`config.mk`:
```
export PLATFORM = sky130hd
export DESIGN_NAME = sof_length_crc_frame_receiver_core
export DESIGN_NICKNAME = d
export VERILOG_FILES = /design/src/slcfr_pkg.sv /design/src/slcfr_crc8.sv /design/src/slcfr_parser.sv /design/src/slcfr_out_reg.sv /design/src/sof_length_crc_frame_receiver_core.sv
export SDC_FILE = /design/constraint.sdc
export NUM_CORES = 1
export LEC_CHECK = 0
export ABC_AREA = 1
export BUFFER_PORTS_ARGS = -buffer_cell sky130_fd_sc_hd__buf_2
export CORE_ASPECT_RATIO = 2
export CORE_UTILIZATION = 45
export CTS_BUF_LIST = sky130_fd_sc_hd__clkbuf_4 sky130_fd_sc_hd__clkbuf_8
export CTS_CLUSTER_DIAMETER = 150
export DETAILED_ROUTE_END_ITERATION = 10
export PLACE_DENSITY = 0.76
export SLEW_MARGIN = 10
export SYNTH_ARGS = -nofsm -noshare
export SYNTH_HDL_FRONTEND = slang
export SYNTH_SLANG_ARGS = --single-unit
```
`constraint.sdc`:
```
create_clock -name i_clk -period 6.25 [get_ports i_clk]
set_input_delay 0.3125 -clock i_clk [delete_from_list [all_inputs] [get_ports i_clk]]
set_output_delay 0.3125 -clock i_clk [all_outputs]
set_load 0.02 [all_outputs]
```
`src/slcfr_pkg.sv`:
```
package slcfr_pkg;

    localparam logic [15:0] CRC_INIT = 16'hFFFF;
    localparam logic [15:0] CRC_POLY = 16'h8408;

    localparam logic [7:0] START_BYTE_RST = 8'hAA;
    localparam logic [8:0] MAX_LEN_RST    = 9'd256;
    localparam logic [7:0] TYPE_MASK_RST  = 8'h1F;

    typedef enum logic [1:0] {
        KIND_PAYLOAD  = 2'd0,
        KIND_GOOD     = 2'd1,
        KIND_BAD_CRC  = 2'd2,
        KIND_TOO_LONG = 2'd3
    } t_kind;

    typedef enum logic [1:0] {
        CFG_START_BYTE = 2'd0,
        CFG_MAX_LEN    = 2'd1,
        CFG_TYPE_MASK  = 2'd2
    } t_cfg_idx;

    typedef enum logic [2:0] {
        ST_HUNT,
        ST_CMD,
        ST_TYPE,
        ST_LEN_LO,
        ST_LEN_HI,
        ST_PAYLOAD,
        ST_CRC_LO,
        ST_CRC_HI
    } t_state;

    typedef struct packed {
        logic [7:0] start_byte;
        logic [8:0] max_len;
        logic [7:0] type_enable;
    } t_cfg;

    typedef struct packed {
        t_kind       kind;
        logic [7:0]  payload_byte;
        logic [7:0]  payload_index;
        logic [7:0]  command;
        logic [7:0]  message_type;
        logic        type_valid;
        logic [15:0] payload_length;
        logic [15:0] trailer_crc;
        logic [15:0] computed_crc;
    } t_result;

endpackage

```
`src/slcfr_crc8.sv`:
```
module slcfr_crc8
    import slcfr_pkg::*;
(
    input  logic [15:0] i_crc,
    input  logic [7:0]  i_byte,
    output logic [15:0] o_crc
);

    always_comb begin
        logic [15:0] v_crc;
        v_crc = i_crc ^ {8'h00, i_byte};
        for (int k = 0; k < 8; k++) begin
            if (v_crc[0]) begin
                v_crc = (v_crc >> 1) ^ CRC_POLY;
            end else begin
                v_crc = v_crc >> 1;
            end
        end
        o_crc = v_crc;
    end

endmodule

```
`src/slcfr_parser.sv`:
```
module slcfr_parser
    import slcfr_pkg::*;
#(
    parameter int MAX_PAYLOAD_BYTES = 256
)
(
    input  logic       i_clk,
    input  logic       i_rst_n,
    input  logic       i_accept,
    input  logic [7:0] i_data_byte,
    input  t_cfg       i_cfg,
    output logic       o_res_valid,
    output t_result    o_res
);

    localparam int LW = $clog2(MAX_PAYLOAD_BYTES + 1);
    localparam logic [15:0] MAX16 = 16'(MAX_PAYLOAD_BYTES);

    t_state         r_state, n_state;
    logic [15:0]    r_crc;
    logic [LW-1:0]  r_flen;
    logic [LW-1:0]  r_cnt;
    logic [7:0]     r_cmd;
    logic [7:0]     r_type;
    logic [7:0]     r_len_lo;
    logic [7:0]     r_crc_lo;

    logic [15:0]    w_crc_in;
    logic [15:0]    w_crc_out;
    logic [15:0]    w_length;
    logic [15:0]    w_limit;
    logic           w_too_long;
    logic           w_last_pay;
    logic           w_type_ok;
    logic [15:0]    w_rx_crc;

    assign w_crc_in = (r_state == ST_HUNT) ? CRC_INIT : r_crc;

    slcfr_crc8 u_crc8 (
        .i_crc  (w_crc_in),
        .i_byte (i_data_byte),
        .o_crc  (w_crc_out)
    );

    assign w_length   = {i_data_byte, r_len_lo};
    assign w_limit    = ({7'd0, i_cfg.max_len} > MAX16) ? MAX16 : {7'd0, i_cfg.max_len};
    assign w_too_long = w_length > w_limit;
    assign w_last_pay = ({1'b0, r_cnt} + (LW+1)'(1)) == {1'b0, r_flen};
    assign w_type_ok  = (r_type[7:3] == 5'd0) && i_cfg.type_enable[r_type[2:0]];
    assign w_rx_crc   = {i_data_byte, r_crc_lo};

    always_comb begin
        n_state = r_state;
        unique case (r_state)
            ST_HUNT: begin
                if (i_data_byte == i_cfg.start_byte) n_state = ST_CMD;
            end
            ST_CMD:    n_state = ST_TYPE;
            ST_TYPE:   n_state = ST_LEN_LO;
            ST_LEN_LO: n_state = ST_LEN_HI;
            ST_LEN_HI: begin
                if (w_too_long) begin
                    n_state = ST_HUNT;
                end else if (w_length == 16'd0) begin
                    n_state = ST_CRC_LO;
                end else begin
                    n_state = ST_PAYLOAD;
                end
            end
            ST_PAYLOAD: begin
                if (w_last_pay) n_state = ST_CRC_LO;
            end
            ST_CRC_LO: n_state = ST_CRC_HI;
            ST_CRC_HI: n_state = ST_HUNT;
            default:   n_state = ST_HUNT;
        endcase
    end

    always_comb begin
        o_res_valid          = 1'b0;
        o_res.kind           = KIND_PAYLOAD;
        o_res.payload_byte   = 8'd0;
        o_res.payload_index  = 8'd0;
        o_res.command        = r_cmd;
        o_res.message_type   = r_type;
        o_res.type_valid     = w_type_ok;
        o_res.payload_length = 16'(r_flen);
        o_res.trailer_crc    = 16'd0;
        o_res.computed_crc   = 16'd0;
        unique case (r_state)
            ST_LEN_HI: begin
                if (w_too_long) begin
                    o_res_valid          = i_accept;
                    o_res.kind           = KIND_TOO_LONG;
                    o_res.payload_length = w_length;
                end
            end
            ST_PAYLOAD: begin
                o_res_valid         = i_accept;
                o_res.payload_byte  = i_data_byte;
                o_res.payload_index = 8'(r_cnt);
            end
            ST_CRC_HI: begin
                o_res_valid        = i_accept;
                o_res.kind         = (w_rx_crc == r_crc) ? KIND_GOOD : KIND_BAD_CRC;
                o_res.trailer_crc  = w_rx_crc;
                o_res.computed_crc = r_crc;
            end
            default: begin
                o_res_valid = 1'b0;
            end
        endcase
    end

    always_ff @(posedge i_clk) begin
        if (!i_rst_n) begin
            r_state <= ST_HUNT;
            r_crc   <= CRC_INIT;
            r_flen  <= '0;
            r_cnt   <= '0;
        end else if (i_accept) begin
            r_state <= n_state;
            unique case (r_state)
                ST_HUNT, ST_CMD, ST_TYPE, ST_LEN_LO, ST_PAYLOAD: begin
                    if (r_state != ST_HUNT || n_state == ST_CMD) r_crc <= w_crc_out;
                end
                ST_LEN_HI: begin
                    if (w_too_long) begin
                        r_crc <= CRC_INIT;
                    end else begin
                        r_crc  <= w_crc_out;
                        r_flen <= LW'(w_length);
                    end
                end
                ST_CRC_LO: r_crc <= r_crc;
                ST_CRC_HI: r_crc <= CRC_INIT;
                default:   r_crc <= CRC_INIT;
            endcase
            if (r_state == ST_LEN_HI) begin
                r_cnt <= '0;
            end else if (r_state == ST_PAYLOAD) begin
                r_cnt <= r_cnt + LW'(1);
            end
        end
    end

    always_ff @(posedge i_clk) begin
        if (i_accept) begin
            if (r_state == ST_CMD)    r_cmd    <= i_data_byte;
            if (r_state == ST_TYPE)   r_type   <= i_data_byte;
            if (r_state == ST_LEN_LO) r_len_lo <= i_data_byte;
            if (r_state == ST_CRC_LO) r_crc_lo <= i_data_byte;
        end
    end

endmodule

```
`src/slcfr_out_reg.sv`:
```
module slcfr_out_reg
    import slcfr_pkg::*;
(
    input  logic    i_clk,
    input  logic    i_rst_n,
    input  logic    i_load,
    input  t_result i_res,
    input  logic    i_stall,
    output logic    o_valid,
    output logic    o_full_stalled,
    output t_result o_res
);

    logic    r_valid, n_valid;
    t_result r_res;

    always_comb begin
        n_valid = r_valid;
        if (i_load) begin
            n_valid = 1'b1;
        end else if (r_valid && !i_stall) begin
            n_valid = 1'b0;
        end
    end

    always_ff @(posedge i_clk) begin
        if (!i_rst_n) begin
            r_valid <= 1'b0;
        end else begin
            r_valid <= n_valid;
        end
    end

    always_ff @(posedge i_clk) begin
        if (i_load) r_res <= i_res;
    end

    assign o_valid        = r_valid;
    assign o_full_stalled = r_valid && i_stall;
    assign o_res          = r_res;

endmodule

```
`src/sof_length_crc_frame_receiver_core.sv`:
```
// Start-of-frame / length / CRC-16 frame receiver.
// Input channel (i_in_valid, o_in_stall, i_data_byte) carries one received byte per transfer.
// The block hunts for the start byte, then takes command, type and a little-endian length,
// forwards each payload byte, and closes the frame on the second trailing CRC byte.
// Output channel (o_out_valid, i_out_stall, o_*) carries one result per transfer:
// a payload byte, frame good, bad CRC, or length too long. Header, start and CRC bytes
// that end nothing give no result.
// Latency: a result is presented on the cycle after the byte that causes it is taken.
// Throughput: one byte per cycle while o_in_stall is low; the CRC-16/MCRF4XX byte update
// and the frame state machine logic are both combinational, ahead of the result register.
// Stall: while a result waits in the result register under i_out_stall, o_in_stall is
// raised; otherwise bytes are taken every cycle, including bytes that give no result.
// Configuration (i_cfg_we, i_cfg_index, i_cfg_data): 0 start byte, 1 maximum payload
// length (limited to MAX_PAYLOAD_BYTES), 2 valid type mask. Write only while idle.
// Reset (synchronous, i_rst_n low): hunt for start, CRC at all ones, output empty,
// start byte 0xAA, maximum length 256, type mask 0x1F.
module sof_length_crc_frame_receiver_core
    import slcfr_pkg::*;
#(
    parameter int MAX_PAYLOAD_BYTES = 256
)
(
    input  logic        i_clk,
    input  logic        i_rst_n,
    input  logic        i_in_valid,
    output logic        o_in_stall,
    input  logic [7:0]  i_data_byte,
    output logic        o_out_valid,
    input  logic        i_out_stall,
    output logic [1:0]  o_kind,
    output logic [7:0]  o_payload_byte,
    output logic [7:0]  o_payload_index,
    output logic [7:0]  o_command,
    output logic [7:0]  o_message_type,
    output logic        o_type_valid,
    output logic [15:0] o_payload_length,
    output logic [15:0] o_received_crc,
    output logic [15:0] o_computed_crc,
    input  logic        i_cfg_we,
    input  logic [1:0]  i_cfg_index,
    input  logic [8:0]  i_cfg_data
);

    t_cfg    r_cfg;
    logic    w_accept;
    logic    w_res_valid;
    t_result w_res;
    t_result w_out;
    logic    w_full_stalled;

    always_ff @(posedge i_clk) begin
        if (!i_rst_n) begin
            r_cfg.start_byte  <= START_BYTE_RST;
            r_cfg.max_len     <= MAX_LEN_RST;
            r_cfg.type_enable <= TYPE_MASK_RST;
        end else if (i_cfg_we) begin
            unique case (t_cfg_idx'(i_cfg_index))
                CFG_START_BYTE: r_cfg.start_byte  <= i_cfg_data[7:0];
                CFG_MAX_LEN:    r_cfg.max_len     <= i_cfg_data;
                CFG_TYPE_MASK:  r_cfg.type_enable <= i_cfg_data[7:0];
                default:        r_cfg             <= r_cfg;
            endcase
        end
    end

    assign o_in_stall = w_full_stalled;
    assign w_accept   = i_in_valid && !w_full_stalled;

    slcfr_parser #(
        .MAX_PAYLOAD_BYTES (MAX_PAYLOAD_BYTES)
    ) u_parser (
        .i_clk       (i_clk),
        .i_rst_n     (i_rst_n),
        .i_accept    (w_accept),
        .i_data_byte (i_data_byte),
        .i_cfg       (r_cfg),
        .o_res_valid (w_res_valid),
        .o_res       (w_res)
    );

    slcfr_out_reg u_out_reg (
        .i_clk          (i_clk),
        .i_rst_n        (i_rst_n),
        .i_load         (w_res_valid),
        .i_res          (w_res),
        .i_stall        (i_out_stall),
        .o_valid        (o_out_valid),
        .o_full_stalled (w_full_stalled),
        .o_res          (w_out)
    );

    assign o_kind           = w_out.kind;
    assign o_payload_byte   = w_out.payload_byte;
    assign o_payload_index  = w_out.payload_index;
    assign o_command        = w_out.command;
    assign o_message_type   = w_out.message_type;
    assign o_type_valid     = w_out.type_valid;
    assign o_payload_length = w_out.payload_length;
    assign o_received_crc   = w_out.trailer_crc;
    assign o_computed_crc   = w_out.computed_crc;

`ifndef SYNTHESIS
    a_stall_only_when_full: assert property (@(posedge i_clk) disable iff (!i_rst_n)
        o_in_stall |-> o_out_valid)
        else $error("input stalled with empty result register");

    a_good_crc_match: assert property (@(posedge i_clk) disable iff (!i_rst_n)
        (o_out_valid && o_kind == KIND_GOOD) |-> (o_received_crc == o_computed_crc))
        else $error("frame good with mismatched CRC");

    a_bad_crc_mismatch: assert property (@(posedge i_clk) disable iff (!i_rst_n)
        (o_out_valid && o_kind == KIND_BAD_CRC) |-> (o_received_crc != o_computed_crc))
        else $error("bad CRC result with matching CRC");

    a_index_in_range: assert property (@(posedge i_clk) disable iff (!i_rst_n)
        (o_out_valid && o_kind == KIND_PAYLOAD) |->
            ({8'd0, o_payload_index} < o_payload_length))
        else $error("payload index beyond payload length");
`endif

endmodule
```
# ---- Word-level counts from Yosys, hierarchy flattened
# Cells that the tools add are included.
dict set report word_totals {
  wordCells 110
  reg_bits 178
  out_inout_bits 85
  input_bits 24
}
dict set report op_classes {
  bitwise 11
  n_mux 31
  reduce_logical 27
  eq_ne 14
  magnitude_cmp 3
  n_addsub 2
}
# cell count
set op_table {}
lappend op_table {{$mux W16} 11}
lappend op_table {{$pmux W16 S3} 1}
lappend op_table {{$mux W9} 5}
lappend op_table {{$not A2 Y3} 8}
lappend op_table {{$pmux W3 S8} 1}
lappend op_table {{$reduce_and A2 Y1} 9}
lappend op_table {{$eq A16 B16 Y1} 1}
lappend op_table {{$gt A16 B9 Y1} 1}
lappend op_table {{$logic_not A16 Y1} 1}
lappend op_table {{$xor A16 B8 Y16} 1}
lappend op_table {{$eq A3 B3 Y1 const B} 4}
lappend op_table {{$add A9 B1 Y10 const B} 1}
lappend op_table {{$eq A10 B9 Y1} 1}
lappend op_table {{$add A9 B1 Y9 const B} 1}
lappend op_table {{$gt A9 B9 Y1 const B} 1}
lappend op_table {{$mux W3} 3}
lappend op_table {{$eq A8 B8 Y1} 1}
lappend op_table {{$eq A3 B1 Y1 const B} 2}
lappend op_table {{$eq A3 B2 Y1 const B} 2}
lappend op_table {{$mux W2} 3}
lappend op_table {{$reduce_and A3 Y1} 2}
lappend op_table {{$logic_not A5 Y1} 1}
lappend op_table {{$reduce_or A5 Y1} 1}
lappend op_table {{$logic_and A1 B1 Y1} 4}
lappend op_table {{other kinds (16)} 22}

# ---- Logic depth before layout (Yosys ltp)
dict set report depth {
  depth_word 21
  depth_mapped 20
}

# ---- Modules after synthesis
# From an unflattened synthesis, not the netlist that was laid out.
dict set report unflattened {
  cells_unflattened 914
  area_unflattened_um2 8291.7
}
# module n_inst cells_per_inst area_per_inst_um2
set modules_own_cells {}
lappend modules_own_cells {slcfr_parser 1 561 4116.4}
lappend modules_own_cells {slcfr_out_reg 1 89 2536.2}
lappend modules_own_cells {sof_length_crc_frame_receiver_core 1 147 1052.3}
lappend modules_own_cells {slcfr_crc8 1 117 586.8}

# ---- Worst setup path before layout
# OpenSTA, ideal clock, no wires.
dict set report synth_timing {
  path_type {reg2reg}
  startpoint {reg r_cfg[12] in the netlist's numbering}
  endpoint {reg u_out_reg.r_res (netlist bit u_out_reg.o_res[0]), enable pin}
  required_ps 5675
  path_stages_with_launch 14
  path_buffers 0
  synth_period_minus_slack_ps 6321
  setup_time_ps 575
  slack_ps -71
  t_arrival_ps 5746
  cell_sequence {dfxtp_1 nor4_1 a21oi_1 inv_1 nand2_1 ha_1 nand2_1 nor2_1 nand2_1 nand2_1 nand2_1 nand2_1 nand3_2 a31oi_1}
}
dict set report synth_via {
  elab_chain_cells 5
}
# element line_no
set synth_lines {}
lappend synth_lines {{start, declared} sof_length_crc_frame_receiver_core.sv:44} ;# t_cfg r_cfg;
lappend synth_lines {{start signal, assigned} sof_length_crc_frame_receiver_core.sv:61} ;# default: r_cfg <= r_cfg;
lappend synth_lines {{$gt A9 B9 Y1} slcfr_parser.sv:46} ;# assign w_limit = ({7'd0, i_cfg.max_len} > MAX16) ? MAX16 : {7'd0, i_cfg.max_len};
lappend synth_lines {{$mux W9 *} slcfr_parser.sv:46}
lappend synth_lines {{$gt A16 B9 Y1 *} slcfr_parser.sv:47} ;# assign w_too_long = w_length > w_limit;
lappend synth_lines {{$mux W1 *} slcfr_parser.sv:92} ;# if (w_too_long) begin
lappend synth_lines {{$pmux W1 S2 *} slcfr_parser.sv:90} ;# unique case (r_state)
lappend synth_lines {{named net u_out_reg.i_load} slcfr_out_reg.sv:6} ;# input logic i_load,
lappend synth_lines {{end signal, assigned} slcfr_out_reg.sv:35} ;# if (i_load) r_res <= i_res;
lappend synth_lines {{end, declared} slcfr_out_reg.sv:15} ;# t_result r_res;
# Mark *: on every way through the listed nets, which the timed path passes. The rest lies on a longest branch.
# A chain may end at the register's enable or synchronous reset.

# ---- Worst setup path after layout
dict set report layout_timing {
  startpoint {reg r_cfg[12] in the netlist's numbering}
  endpoint {reg u_out_reg.r_res (netlist bit u_out_reg.o_res[13]), enable pin}
}
# The elaborated chain is that of the path after synthesis.

==> run metrics <==
Area growth syn-to-layout=15.3%; maxcap violations=0; first-pass GRT wire length=28.6 mm; total gr overflow=0; slowest cell delay on critical path=0.75 ns; Row Count=68; TritonCTS buffer count=17; critical path class=flip-flop to flip-flop; required time of the critical path=6.39 ns; CTS tree=built; Fin Clk Skew=0.0130 ns; core area=17200 µm²; antenna-violating nets left=0; Post-synth top cells=128 x nand2_1, 121 x nor2_1, 115 x edfxtp_1, 93 x inv_1, 63 x dfxtp_1; Final Hold Fails=0; register bit total from synthesis=178; DR iter-0 viols=293; top post-synthesis cells by area=edfxtp_1 44%, dfxtp_1 16%, nand2_1 6.1%, nor2_1 5.8%, inv_1 4.4%; fin nets=936; fraction of layout cells with a size suffix above 1=19.0%; Post-CTS Hold Buffers=0; Hold WS=0.0752 ns; initial antenna violation count=0; die area=18100 µm²; Arrival @ worst endpoint=3.95 ns; Boundary Pins=109; max_slew headroom=43.0%; via count=5812; HP Class=primary input to flip-flop; clock sinks=178; Peak Freq=263 MHz; pwr/cell area=275 nW/µm²; Initial DRT Pass Iterations=5; period utilisation layout=61.0%; crit path time final=3.81 ns; Yosys Warn Count=0; largest area contributor in the netlist=edfxtp_1; Buffers on Ports=108; final WL=18.2 mm; Synth Cell Area=7880 µm²; Die H=189 µm; setup bufs post-CTS=0; Worst-Skew Late Latency=0.48 ns; worst-path cell chain=nor4_1 -> a21oi_1 -> inv_1 -> nand2_1 -> ha_1 -> nand2_1 -> inv_1 -> nand2_1 -> nand2_1 -> nand2_1 -> nand2_1 -> nand2_1 -> nand2_1 -> nand3_2 -> a31oi_4 -> buf_12; Routed wire per std cell=16.2 µm; Slew Limit Fails=0; setup repair after global routing missed its margin=no; Resize count post-CTS=0; Worst VDD drop=207 µV; largest buffer count on any clock path=2; final RePlAce weighted congestion=0.853; Async SR Flop Fraction=0%; Total GRT Usage=21.4%; kind of end point of the critical path=flip-flop; Main synth FF type=edfxtp_1; transition time at the pin with the least slew margin=0.852 ns; H-tree depth=4; final setup vio count=0; vias in the first global route=5708; Syn Area/Cell=9.93 µm²; ANT cells=0; fillers=1544; Post-Syn Instances=794; status=complete, no violations; syn_nets=828; Final HPWL DP=13.2 mm; clock root buffer=clkbuf_8; startpoint types=flip-flop; Via density=5.17; CTS clk-pin slew, worst paths=0.09 ns; Crit path top cell by count=nand2_1; sequential fraction of the synthesis area=59.8%; initial core utilization=45.9%; count leader, synth=nand2_1; multi-input logic area=2690 µm²; chip width=95.6 µm; EDFF count, synth=115; post-synth top area share=43.8%; Final TNS setup=0 ns; largest net degree at the start of global routing=71; drt drc=0; P_leak=3.75 nW; slowest stage cell, crit path=a31oi_4; Synth cell types=45; crit-path max FO=70; storage element area=4710 µm²
[state kept, by name, summed over array words and instances, names as in the netlist]
name	count
u_out_reg.o_valid	1
r_cfg	25
u_out_reg.o_res	83
u_parser.r_crc	16
u_parser.r_type	8
u_parser.r_crc_lo	8
u_parser.r_flen	9
u_parser.r_cmd	8
u_parser.r_cnt	9
u_parser.r_len_lo	8
u_parser.r_state	3
[power breakdown]
group          leakage, nW  switching (W)  internal [W]  total, W
Combinational         1.94       0.000170     0.0000795  0.000250
Clock                0.230       0.000432      0.000505  0.000937
Sequential            1.58      0.0000253       0.00129   0.00131
[final timing paths]
path | start | endpoint | slack, ns | depth (start not counted)
hold reg to reg | u_parser.r_cmd[7] | u_out_reg.o_res[64] | 0.43 | 0
setup reg to reg | r_cfg[12] | u_out_reg.o_res[13] | 2.44 | 16
setup / recovery | r_cfg[12] | u_out_reg.o_res[13] | 2.44 | 16
hold / removal | i_cfg_data[8] | r_cfg[16] | 0.08 | 3
[per-layer routing]
metal | global-route usage, % | share of wire [%]
met4 | 12.9 | 4.6
met3 | 3.69 | 4.4
met1 | 22.5 | 36
met5 | 0 | 0
met2 | 38.6 | 55
[cell families after synthesis]
logic type | synth area share, %
and+or+nand+nor | 18.1
adders and majority gates | 1.59
AOI/OAI and AO/OA | 7.98
DFF | 59.8
xor gates and xnor gates | 6.17
buffers and inverters | 6.32
[metrics by stage]
stage                     utilization [%]  power [W]  setup WS [ns]  cells  cell area (µm²)
after floorplan                         -    0.00152           1.78    794             7890
after global placement               50.1    0.00159           2.56   1093             8600
after detailed placement             50.1    0.00159           2.42   1093             8600
after CTS                            52.9    0.00251           2.38   1125             9090
after global routing                 52.9    0.00258           2.11   1125             9090
final                                52.9    0.00250           2.44   1125             9090
[layout by cell type (no fill, tap or decap), types with 23 or more instances in the layout]
| cell | n |
|---|---|
| nand2_1 | 128 |
| nand3_1 | 45 |
| a21oi_1 | 42 |
| nor2_1 | 121 |
| edfxtp_1 | 115 |
| xor2_1 | 23 |
| dfxtp_1 | 63 |
| o21ai_0 | 44 |
| buf_2 | 108 |
| inv_1 | 93 |
[critical path: cells and delay by family (launching register included)]
kind / cells / cell delay, ns
simple gates: 10 / 1.35
compound gates: 2 / 0.88
buf+inv: 3 / 0.58
flops: 1 / 0.33
fa+ha+maj: 1 / 0.28
[final cells by class]
type | instances | area share, %
Inverter | 97 | 4.01
Tap cell | 210 | 2.89
Clock inverter | 13 | 2.45
Timing Repair Buffer | 111 | 6.33
Sequential cell | 178 | 51.9
Multi-Input combinational cell | 497 | 29.6
Clock buffer | 19 | 2.88
Power figures use the tool's default switching activity.
